[src/design/smpc_pkg.sv]
// shared constants for the soil moisture pump controller core
// phase codes, register indexes, reset values and the percent scale; no dependencies
package smpc_pkg;

  localparam int ADC_W    = 12;
  localparam int PCT_W    = 7;
  localparam int SEC_W    = 16;
  localparam int CFG_IDX_W = 3;
  localparam int CFG_DATA_W = 16;
  localparam int PCT_SCALE = 100;

  localparam logic [1:0] PH_SAMPLING = 2'd0;
  localparam logic [1:0] PH_PUMPING  = 2'd1;
  localparam logic [1:0] PH_WAITING  = 2'd2;

  localparam logic [CFG_IDX_W-1:0] REG_DRY_RAW      = 3'd0;
  localparam logic [CFG_IDX_W-1:0] REG_WET_RAW      = 3'd1;
  localparam logic [CFG_IDX_W-1:0] REG_LOW_TRIGGER  = 3'd2;
  localparam logic [CFG_IDX_W-1:0] REG_TARGET_LEVEL = 3'd3;
  localparam logic [CFG_IDX_W-1:0] REG_PUMP_TICKS   = 3'd4;
  localparam logic [CFG_IDX_W-1:0] REG_WAIT_TICKS   = 3'd5;

  localparam logic [ADC_W-1:0] DRY_RAW_RST      = 12'd4095;
  localparam logic [ADC_W-1:0] WET_RAW_RST      = 12'd0;
  localparam logic [PCT_W-1:0] LOW_TRIGGER_RST  = 7'd30;
  localparam logic [PCT_W-1:0] TARGET_LEVEL_RST = 7'd60;
  localparam logic [SEC_W-1:0] PUMP_TICKS_RST   = 16'd5;
  localparam logic [SEC_W-1:0] WAIT_TICKS_RST   = 16'd60;

  localparam int OP_TICK   = 0;
  localparam int OP_SAMPLE = 1;

  // shared divider: numerator and shifted divisor width
  localparam int DIV_W = 19;
  localparam int DIV_STEPS = PCT_W;

endpackage

[src/design/soil_moisture_pump_controller_core.sv]
// soil moisture pump controller core: hysteresis watering control with one shared divider
// depends on smpc_pkg
// throughput: one transaction at a time, s_tready returns in the same cycle m_tvalid rises;
//   a result still waiting in the output register holds the next one back before its push
// reset: synchronous, clears store, average, phase and tick count, loads register defaults
module soil_moisture_pump_controller_core #(
  parameter int SENSOR_COUNT = 4
) (
  input  logic                               clk,
  input  logic                               rst,
  input  logic                               s_tvalid,
  output logic                               s_tready,
  input  logic [15:0]                        s_tdata,  // sensor_index, adc_value
  input  logic                               s_tuser,  // opcode
  input  logic                               s_tlast,  // last_sample
  output logic                               m_tvalid,
  input  logic                               m_tready,
  // pump_on, sensor_power, phase, watering, mean_level, sample_percent
  output logic [23:0]                        m_tdata,
  output logic                               m_tuser,  // sample_valid
  input  logic                               cfg_we,
  input  logic [smpc_pkg::CFG_IDX_W-1:0]     cfg_index,
  input  logic [smpc_pkg::CFG_DATA_W-1:0]    cfg_data
);
  import smpc_pkg::*;

  localparam int WW = (SENSOR_COUNT > 1) ? $clog2(SENSOR_COUNT) : 1;
  localparam int AW = $clog2(SENSOR_COUNT * PCT_SCALE + 1);

  localparam logic [2:0] S_IDLE    = 3'd0;
  localparam logic [2:0] S_PREP    = 3'd1;
  localparam logic [2:0] S_DIV_PCT = 3'd2;
  localparam logic [2:0] S_SUM     = 3'd3;
  localparam logic [2:0] S_DIV_AVG = 3'd4;
  localparam logic [2:0] S_DECIDE  = 3'd5;
  localparam logic [2:0] S_TICK    = 3'd6;
  localparam logic [2:0] S_PUSH    = 3'd7;

  logic [2:0] state;

  logic [ADC_W-1:0] dry_raw, wet_raw;
  logic [PCT_W-1:0] low_trigger, target_level;
  logic [SEC_W-1:0] pump_ticks, wait_ticks;

  logic [PCT_W-1:0] moisture_store [SENSOR_COUNT];
  logic [PCT_W-1:0] average_level;
  logic [1:0]       control_phase;
  logic             watering_active;
  logic [SEC_W-1:0] tick_count;

  logic [1:0]       in_idx;
  logic [ADC_W-1:0] in_adc;
  logic             in_last;

  logic             sample_valid;
  logic [PCT_W-1:0] sample_percent;

  logic [WW-1:0]    walk;
  logic [AW-1:0]    acc;
  logic [AW-1:0]    acc_next;

  logic [DIV_W-1:0] rem, dsh;
  logic [PCT_W-1:0] quo;
  logic [2:0]       dcnt;
  logic             div_ge;
  logic [PCT_W-1:0] quo_step;

  logic             in_range;
  logic [ADC_W-1:0] span, diff;
  logic [DIV_W-1:0] pct_num;
  logic [1:0]       wait_entry, pump_entry;
  logic             start_water;
  logic [SEC_W-1:0] tick_inc;

  assign s_tready = (state == S_IDLE);

  // shared divider step
  assign div_ge   = (rem >= dsh);
  assign quo_step = {quo[PCT_W-2:0], div_ge};

  assign in_range = (32'(in_idx) < SENSOR_COUNT) && (dry_raw > wet_raw) &&
                    (in_adc >= wet_raw) && (in_adc <= dry_raw);
  assign span     = dry_raw - wet_raw;
  assign diff     = dry_raw - in_adc;
  assign pct_num  = DIV_W'(diff) * DIV_W'(PCT_SCALE);

  assign acc_next = acc + AW'(moisture_store[walk]);

  assign wait_entry  = (wait_ticks == '0) ? PH_SAMPLING : PH_WAITING;
  assign pump_entry  = (pump_ticks == '0) ? wait_entry : PH_PUMPING;
  assign start_water = watering_active ||
                       ((average_level != '0) && (average_level <= low_trigger));
  assign tick_inc    = tick_count + 16'd1;

  always_ff @(posedge clk) begin
    if (rst) begin
      dry_raw      <= DRY_RAW_RST;
      wet_raw      <= WET_RAW_RST;
      low_trigger  <= LOW_TRIGGER_RST;
      target_level <= TARGET_LEVEL_RST;
      pump_ticks   <= PUMP_TICKS_RST;
      wait_ticks   <= WAIT_TICKS_RST;
    end else if (cfg_we) begin
      case (cfg_index)
        REG_DRY_RAW:      dry_raw      <= cfg_data[ADC_W-1:0];
        REG_WET_RAW:      wet_raw      <= cfg_data[ADC_W-1:0];
        REG_LOW_TRIGGER:  low_trigger  <= cfg_data[PCT_W-1:0];
        REG_TARGET_LEVEL: target_level <= cfg_data[PCT_W-1:0];
        REG_PUMP_TICKS:   pump_ticks   <= cfg_data[SEC_W-1:0];
        REG_WAIT_TICKS:   wait_ticks   <= cfg_data[SEC_W-1:0];
        default: ;
      endcase
    end
  end

  always_ff @(posedge clk) begin
    if (rst) begin
      state           <= S_IDLE;
      average_level   <= '0;
      control_phase   <= PH_SAMPLING;
      watering_active <= 1'b0;
      tick_count      <= '0;
      m_tvalid        <= 1'b0;
      for (int i = 0; i < SENSOR_COUNT; i++) begin
        moisture_store[i] <= '0;
      end
    end else begin
      if (m_tvalid && m_tready && (state != S_PUSH)) begin
        m_tvalid <= 1'b0;
      end
      case (state)
        S_IDLE: begin
          if (s_tvalid) begin
            in_idx         <= s_tdata[1:0];
            in_adc         <= s_tdata[13:2];
            in_last        <= s_tlast;
            sample_valid   <= 1'b0;
            sample_percent <= '0;
            if (s_tuser == 1'(OP_TICK)) begin
              state <= S_TICK;
            end else if (control_phase == PH_SAMPLING) begin
              state <= S_PREP;
            end else begin
              state <= S_PUSH;
            end
          end
        end
        S_PREP: begin
          acc  <= '0;
          walk <= '0;
          if (in_range) begin
            rem   <= pct_num;
            dsh   <= {1'b0, span, 6'b0};
            quo   <= '0;
            dcnt  <= 3'(DIV_STEPS - 1);
            state <= S_DIV_PCT;
          end else begin
            state <= in_last ? S_SUM : S_PUSH;
          end
        end
        S_DIV_PCT, S_DIV_AVG: begin
          rem  <= div_ge ? rem - dsh : rem;
          dsh  <= dsh >> 1;
          quo  <= quo_step;
          dcnt <= dcnt - 3'd1;
          if (dcnt == '0) begin
            if (state == S_DIV_PCT) begin
              moisture_store[WW'(in_idx)] <= quo_step;
              sample_valid                <= 1'b1;
              sample_percent              <= quo_step;
              state                       <= in_last ? S_SUM : S_PUSH;
            end else begin
              average_level <= quo_step;
              state         <= S_DECIDE;
            end
          end
        end
        S_SUM: begin
          acc  <= acc_next;
          walk <= walk + WW'(1);
          if (walk == WW'(SENSOR_COUNT - 1)) begin
            rem   <= DIV_W'(acc_next);
            dsh   <= {1'b0, ADC_W'(SENSOR_COUNT), 6'b0};
            quo   <= '0;
            dcnt  <= 3'(DIV_STEPS - 1);
            state <= S_DIV_AVG;
          end
        end
        S_DECIDE: begin
          tick_count <= '0;
          if (start_water && (average_level < target_level)) begin
            watering_active <= 1'b1;
            control_phase   <= pump_entry;
          end else if (start_water) begin
            watering_active <= 1'b0;
            control_phase   <= PH_SAMPLING;
          end else begin
            control_phase <= wait_entry;
          end
          state <= S_PUSH;
        end
        S_TICK: begin
          if (control_phase == PH_PUMPING) begin
            if (tick_inc >= pump_ticks) begin
              tick_count    <= '0;
              control_phase <= wait_entry;
            end else begin
              tick_count <= tick_inc;
            end
          end else if (control_phase == PH_WAITING) begin
            if (tick_inc >= wait_ticks) begin
              tick_count    <= '0;
              control_phase <= PH_SAMPLING;
            end else begin
              tick_count <= tick_inc;
            end
          end
          state <= S_PUSH;
        end
        S_PUSH: begin
          if (!m_tvalid || m_tready) begin
            m_tvalid <= 1'b1;
            m_tdata  <= {5'b0, sample_percent, average_level, watering_active,
                         control_phase, (control_phase == PH_SAMPLING),
                         (control_phase == PH_PUMPING)};
            m_tuser  <= sample_valid;
            state    <= S_IDLE;
          end
        end
        default: state <= S_IDLE;
      endcase
    end
  end

  a_pump_matches_phase: assert property (@(posedge clk) disable iff (rst)
    m_tvalid |-> (m_tdata[0] == (m_tdata[3:2] == PH_PUMPING)))
    else $error("pump flag disagrees with phase");

  a_invalid_percent_zero: assert property (@(posedge clk) disable iff (rst)
    (m_tvalid && !m_tuser) |-> (m_tdata[18:12] == '0))
    else $error("percent set on a transaction without a stored sample");

  a_busy_after_accept: assert property (@(posedge clk) disable iff (rst)
    (s_tvalid && s_tready) |=> !s_tready)
    else $error("new transaction taken while one is in work");

  a_average_bounded: assert property (@(posedge clk) disable iff (rst)
    (state == S_DECIDE) |-> (average_level <= PCT_W'(PCT_SCALE)))
    else $error("average above full scale");

endmodule
[config.mk]
export PLATFORM = sky130hd
export DESIGN_NAME = soil_moisture_pump_controller_core
export DESIGN_NICKNAME = d
export VERILOG_FILES = /design/src/design/smpc_pkg.sv /design/src/design/soil_moisture_pump_controller_core.sv
export SDC_FILE = /design/constraint.sdc
export NUM_CORES = 1
export LEC_CHECK = 0
export BUFFER_PORTS_ARGS = -buffer_cell sky130_fd_sc_hd__buf_2
export CAP_MARGIN = 15
export CORE_MARGIN = 5
export CORE_UTILIZATION = 40
export DETAILED_ROUTE_END_ITERATION = 6
export PLACE_DENSITY_LB_ADDON = 0.08
export SLEW_MARGIN = 20
export SYNTH_ARGS = -nofsm -noshare
export SYNTH_HDL_FRONTEND = slang
export SYNTH_SLANG_ARGS = --single-unit
[constraint.sdc]
create_clock -name clk -period 17.45 [get_ports clk]
set_input_delay 2.6175 -clock clk [delete_from_list [all_inputs] [get_ports clk]]
set_output_delay 2.6175 -clock clk [all_outputs]
set_load 0.01 [all_outputs]
After elaboration in Yosys (flattened, before gate mapping)
Memory sizes are Yosys's and may differ from the RTL's. A register that Yosys moved wholly into a read port is not among the register bits. Cells that the tools add are included.

Register bits: 201. Memories: 1. RAM bits: 28. Logic and storage cells: 174. Output and inout port bits: 27.

Reductions and logical operators: 41. Equality and inequality tests: 26. $add $sub $neg: 7. $lt $le $gt $ge: 8. $mul: 1. Multiplexer cells: 63. Bitwise operators: 2.

Memories: moisture_store (depth 4, bits a word 7, read ports 1, clocked after memory_dff 1, write ports 4, RTL line soil_moisture_pump_controller_core.sv:45) `logic [PCT_W-1:0] moisture_store [SENSOR_COUNT];`.

Operators by type and width (number): $pmux W19 S3 (2); $mux W19 (5); $mux W16 (4); $mux W3 (11); $ge A16 B16 Y1 (2); $logic_not A16 Y1 (2); $pmux W16 S2 (1); $mux W7 (4); $sub A12 B12 Y12 (2); $mux W2 (10); $ge A19 B19 Y1 (1); $sub A19 B19 Y19 (1); $eq A3 B3 Y1 const B (6); $pmux W3 S6 (1); $pmux W6 S3 (1); $pmux W9 S2 (1); $reduce_and A2 Y1 (9); $mul A12 B5 Y17 const B (1); $add A16 B1 Y16 const B (1); $mux W1 (16); $ne A2 B2 Y1 const B (7); $pmux W7 S2 (1); $eq A3 B2 Y1 const B (4); $ge A12 B12 Y1 (1); 29 further kinds (54).

Logic depth before layout (Yosys ltp)
Word-level depth: 8. Gate-level depth with buffers: 23. Gate-level depth less buffers: 23.

Worst setup path after synthesis
Ideal clock, no wire load.

Path kind: input to register. From: input port rst. To: register rem[0], enable pin. Path buffers: 1. Arrival time: 6.876 ns. Library setup time: 0.424 ns. Required time: 17.026 ns. Slack: 10.150 ns. Cell stages on the path: 4. Cells stage by stage: clkbuf_1 -> or4_1 -> o21ai_0 -> a21boi_0.

Longest elaborated chain between the ends: 2.

RTL lines: from (decl) (RTL line soil_moisture_pump_controller_core.sv:10) `input logic rst,`; $not A1 Y1 (no line); $reduce_and A5 Y1 (no line); to (signal assigned) (RTL line soil_moisture_pump_controller_core.sv:152) `rem <= pct_num;`; to (signal assigned) (RTL line soil_moisture_pump_controller_core.sv:162) `rem <= div_ge ? rem - dsh : rem;`; to (signal assigned) (RTL line soil_moisture_pump_controller_core.sv:182) `rem <= DIV_W'(acc_next);`; to (decl) (RTL line soil_moisture_pump_controller_core.sv:62) `logic [DIV_W-1:0] rem, dsh;`.

Every way passes these cells. A chain may end at the register's enable or synchronous reset.

Worst setup path after layout
From: register in_adc[1]. To: register rem[18] (data pin).

Longest elaborated chain between the ends: 4.

RTL lines: from (decl) (RTL line soil_moisture_pump_controller_core.sv:52) `logic [ADC_W-1:0] in_adc;`; from (signal assigned) (RTL line soil_moisture_pump_controller_core.sv:135) `in_adc <= s_tdata[13:2];`; $sub A12 B12 Y12 (RTL line soil_moisture_pump_controller_core.sv:84) `assign diff = dry_raw - in_adc;`; $mul A12 B5 Y17 (RTL line soil_moisture_pump_controller_core.sv:85) `assign pct_num = DIV_W'(diff) * DIV_W'(PCT_SCALE);`; $mux W19 (RTL line soil_moisture_pump_controller_core.sv:151) `if (in_range) begin`; $pmux W19 S3 (RTL line soil_moisture_pump_controller_core.sv:131) `case (state)`.

Every way passes these cells. The select of a mux whose other input is x is not followed.

==> results.md <==
- Outcome: completed
- Setup total negative slack: 0 ns
- Post-synth ARST share: 0%
- Sequential fraction of design power: 32.9%
- CP dominant cell by count: ha_1
- Finished Cell Area: 15500 µm²
- Dpl hpwl: 25500 µm
- Placed cell area: 14700 µm²
- Final hold viol count: 0
- Cell count after synthesis: 1423
- Deepest clock path buffer count: 3
- Clock power frac: 24.5%
- Cts hold-fix bufs: 0
- Port Buf Inserts: 61
- Gate power share: 42.6%
- Warning count from the yosys run: 0
- Top-area cell type share of the netlist area: 27.7%
- CP bufs+invs: 3
- Area Growth Syn to Fin: 12.0%
- Worst Clk Skew: 0.00929 ns
- Register area share after synthesis: 42.5%
- # setup viols final: 0
- Die area: 38500 µm²
- Global placer's final weighted congestion: 0.834
- Power per standard cell area: 143 nW/µm²
- WL final: 33900 µm
- Clk slew on worst S/H paths: 0.06 ns
- Yosys reg bits: 230
- DR iter-0 viols: 536
- Slew @ Worst Pin: 1.01 ns
- Layout cells sized above 1: 9.47%
- Avg Inst Size Synth: 9.73 µm²
- Critical-path cell list: inv_1 > ha_1 > a21o_1 > a21o_1 > a311o_1 > xor2_1 > ha_1 > ha_1 > inv_1 > fa_1 > inv_1 > ha_1 > o21ai_0 > o21bai_1 > a21oi_1 > o21ba_2 > o21ai_0 > o41ai_1 > xnor2_1 > o22ai_1
- WP data arrival: 5.53 ns
- WS Path Type: register to register
- CP Max Fanout: 4
- Die Ht: 196 µm
- Post-CTS setup buffers: 0
- Num CTS Buffers: 27
- Clk_lat worst skew: 0.55 ns
- Die width: 196 µm
- RSZ-0062 raised after global routing: no
- Commonest cells post-synth: 156 x ha_1, 153 x nand2_1, 132 x inv_1
- Routed Antenna Nets: 0
- DR pass1 iterations: 5
- Layout filler cell count: 3396
- Via Count: 10.1k
- Clk sinks: 230
- Fmax: 190 MHz
- Total Routing Usage GR: 17.4%
- Yosys cell types: 71
- Max-slew violation count: 0
- CP delay by family, top: compound AO/OA/AOI/OAI gates
- CP max-delay cell: fa_1
- Initial antenna violation count: 0
- P_leak: 0.00629 µW
- Startpoint type of the worst setup path: register
- Number of synthesized flops with an enable pin: 128
- Peak supply drop: 0.0839 mV
- # IOs: 69
- Row count: 68
- Avg WL per Cell: 17.3 µm
- DRC: 0
- Sw Share: 36.7%
- Setup crit end kind: register
- Critical path's largest stage delay: 0.52 ns
- Layout Nets: 1689
- Largest cells by area after synthesis: edfxtp_1 28%, dfxtp_1 15%, ha_1 14%
- Worst slew margin: 32.6%
- Internal power: 1400 µW
- Gr ovfl total: 0
- Vias in the first global route: 9960
- Yosys top cell by area: edfxtp_1
- Count leader, synth: ha_1
- Drt via density: 5.15
- CTS H-Tree Depth: 1
- First-pass GRT wire length: 54700 µm
- Top FF cell, synth: edfxtp_1
- Root buffer cell: clkbuf_16
- Final min period: 5.26 ns
- Core area: 34400 µm²
- CTS tree: built
- Synthesized area: 13900 µm²
- CTS resizes: 0
- Largest net degree at the start of global routing: 64
- Hold Crit Class: register to register
- Diode count: 0
- Net switching power: 814 µW
- Starting Density: 40.3%
- CP Data Required Time: 17.72 ns
- Max cap viols: 0
- Period utilisation layout: 30.2%
## flip-flops by register name, summed over array words and instances (netlist names), 16 cells and up, named ones only
register and cells:
wait_ticks 16, pump_ticks 16, moisture_store 28, tick_count 16, rem 19, dsh 18, m_tdata 19
## layout by cell type (no fill, tap or decap), drive strengths merged, types with 23 or more instances in the layout
| cell | n |
|---|---|
| a21oi | 95 |
| and2 | 41 |
| buf | 74 |
| clkbuf | 42 |
| dfxtp | 102 |
| edfxtp | 128 |
| ha | 156 |
| inv | 133 |
| nand2 | 153 |
| nand3 | 28 |
| nor2 | 96 |
| nor3 | 23 |
| o21ai | 51 |
| xnor2 | 37 |
| xor2 | 26 |
## final timing paths
| path | slack, ns | depth (start not counted) | start | endpoint |
|---|---|---|---|---|
| worst min register to register | 0.42 | 0 | sample_percent[6]$_SDFFCE_PP0P_ | m_tdata[18]$_DFFE_PP_ |
| worst max-delay path | 12.19 | 20 | in_adc[1]$_DFFE_PP_ | rem[18]$_DFFE_PP_ |
| worst max register to register | 12.19 | 20 | in_adc[1]$_DFFE_PP_ | rem[18]$_DFFE_PP_ |
| worst min-delay path | 0.42 | 0 | sample_percent[6]$_SDFFCE_PP0P_ | m_tdata[18]$_DFFE_PP_ |
## area by class of cell
cell class	count	area [µm²]	share of cell area [%]
clock buffer	42	772	4.98
clock inverter	6	73.8	0.476
inverter	132	495	3.20
multi-input combinational	1016	7310	47.1
sequential	230	5890	38.0
tap	455	569	3.67
timing repair buffer	74	403	2.60
## kinds of logic after synthesis
kind of cell | Yosys count | synth area share [%]
other cells | 1 | 0.0271
mux | 29 | 2.73
xor+xnor | 63 | 4.04
simple gates | 452 | 15.7
flops | 230 | 42.5
compound gates | 301 | 14.4
buf+inv | 181 | 5.07
fa+ha+maj | 166 | 15.5
## per-stage QoR
step           total power, µW  worst slack, ns  util [%]  hold slack, ns  cells
2_1_floorplan             1450            10.15         -           0.400   1427
3_3_place_gp              1680            12.22      42.6           0.403   1907
3_5_place_dp              1690            12.14      42.6           0.405   1907
4_1_cts                   2250            12.22      45.1           0.418   1955
5_1_grt                   2380            11.73      45.1           0.423   1955
6_report                  2220            12.19      45.1           0.416   1955
## power groups by stage
stage                     Sequential, µW  Clock, µW  Combinational, µW
after floorplan                      722          0                728
after global placement               740          0                939
after detailed placement             742          0                944
after CTS                            730        561                954
after global routing                 736        579               1060
final                                729        543                945
## routing by layer
| layer | GRT usage (%) | share of wire [%] | routed length, µm | vias to the layer above |
|---|---|---|---|---|
| li1 | - | - | - | 5175 |
| met1 | 25.1 | 49 | 16700 | 4704 |
| met2 | 28.1 | 45 | 15400 | 142 |
| met3 | 2.18 | 3.0 | 1010 | 42 |
| met4 | 3.98 | 2.3 | 777 | 0 |
| met5 | 0 | 0 | 0 | - |
## worst reg2reg max path, delay by kind of cell (launching register included)
kind,cells,cell delay [ns]
compound gates,10,1.90
fa+ha+maj,5,1.69
xor+xnor,2,0.70
flops,1,0.43
buf+inv,3,0.24
(Power assumes the default switching activity.)
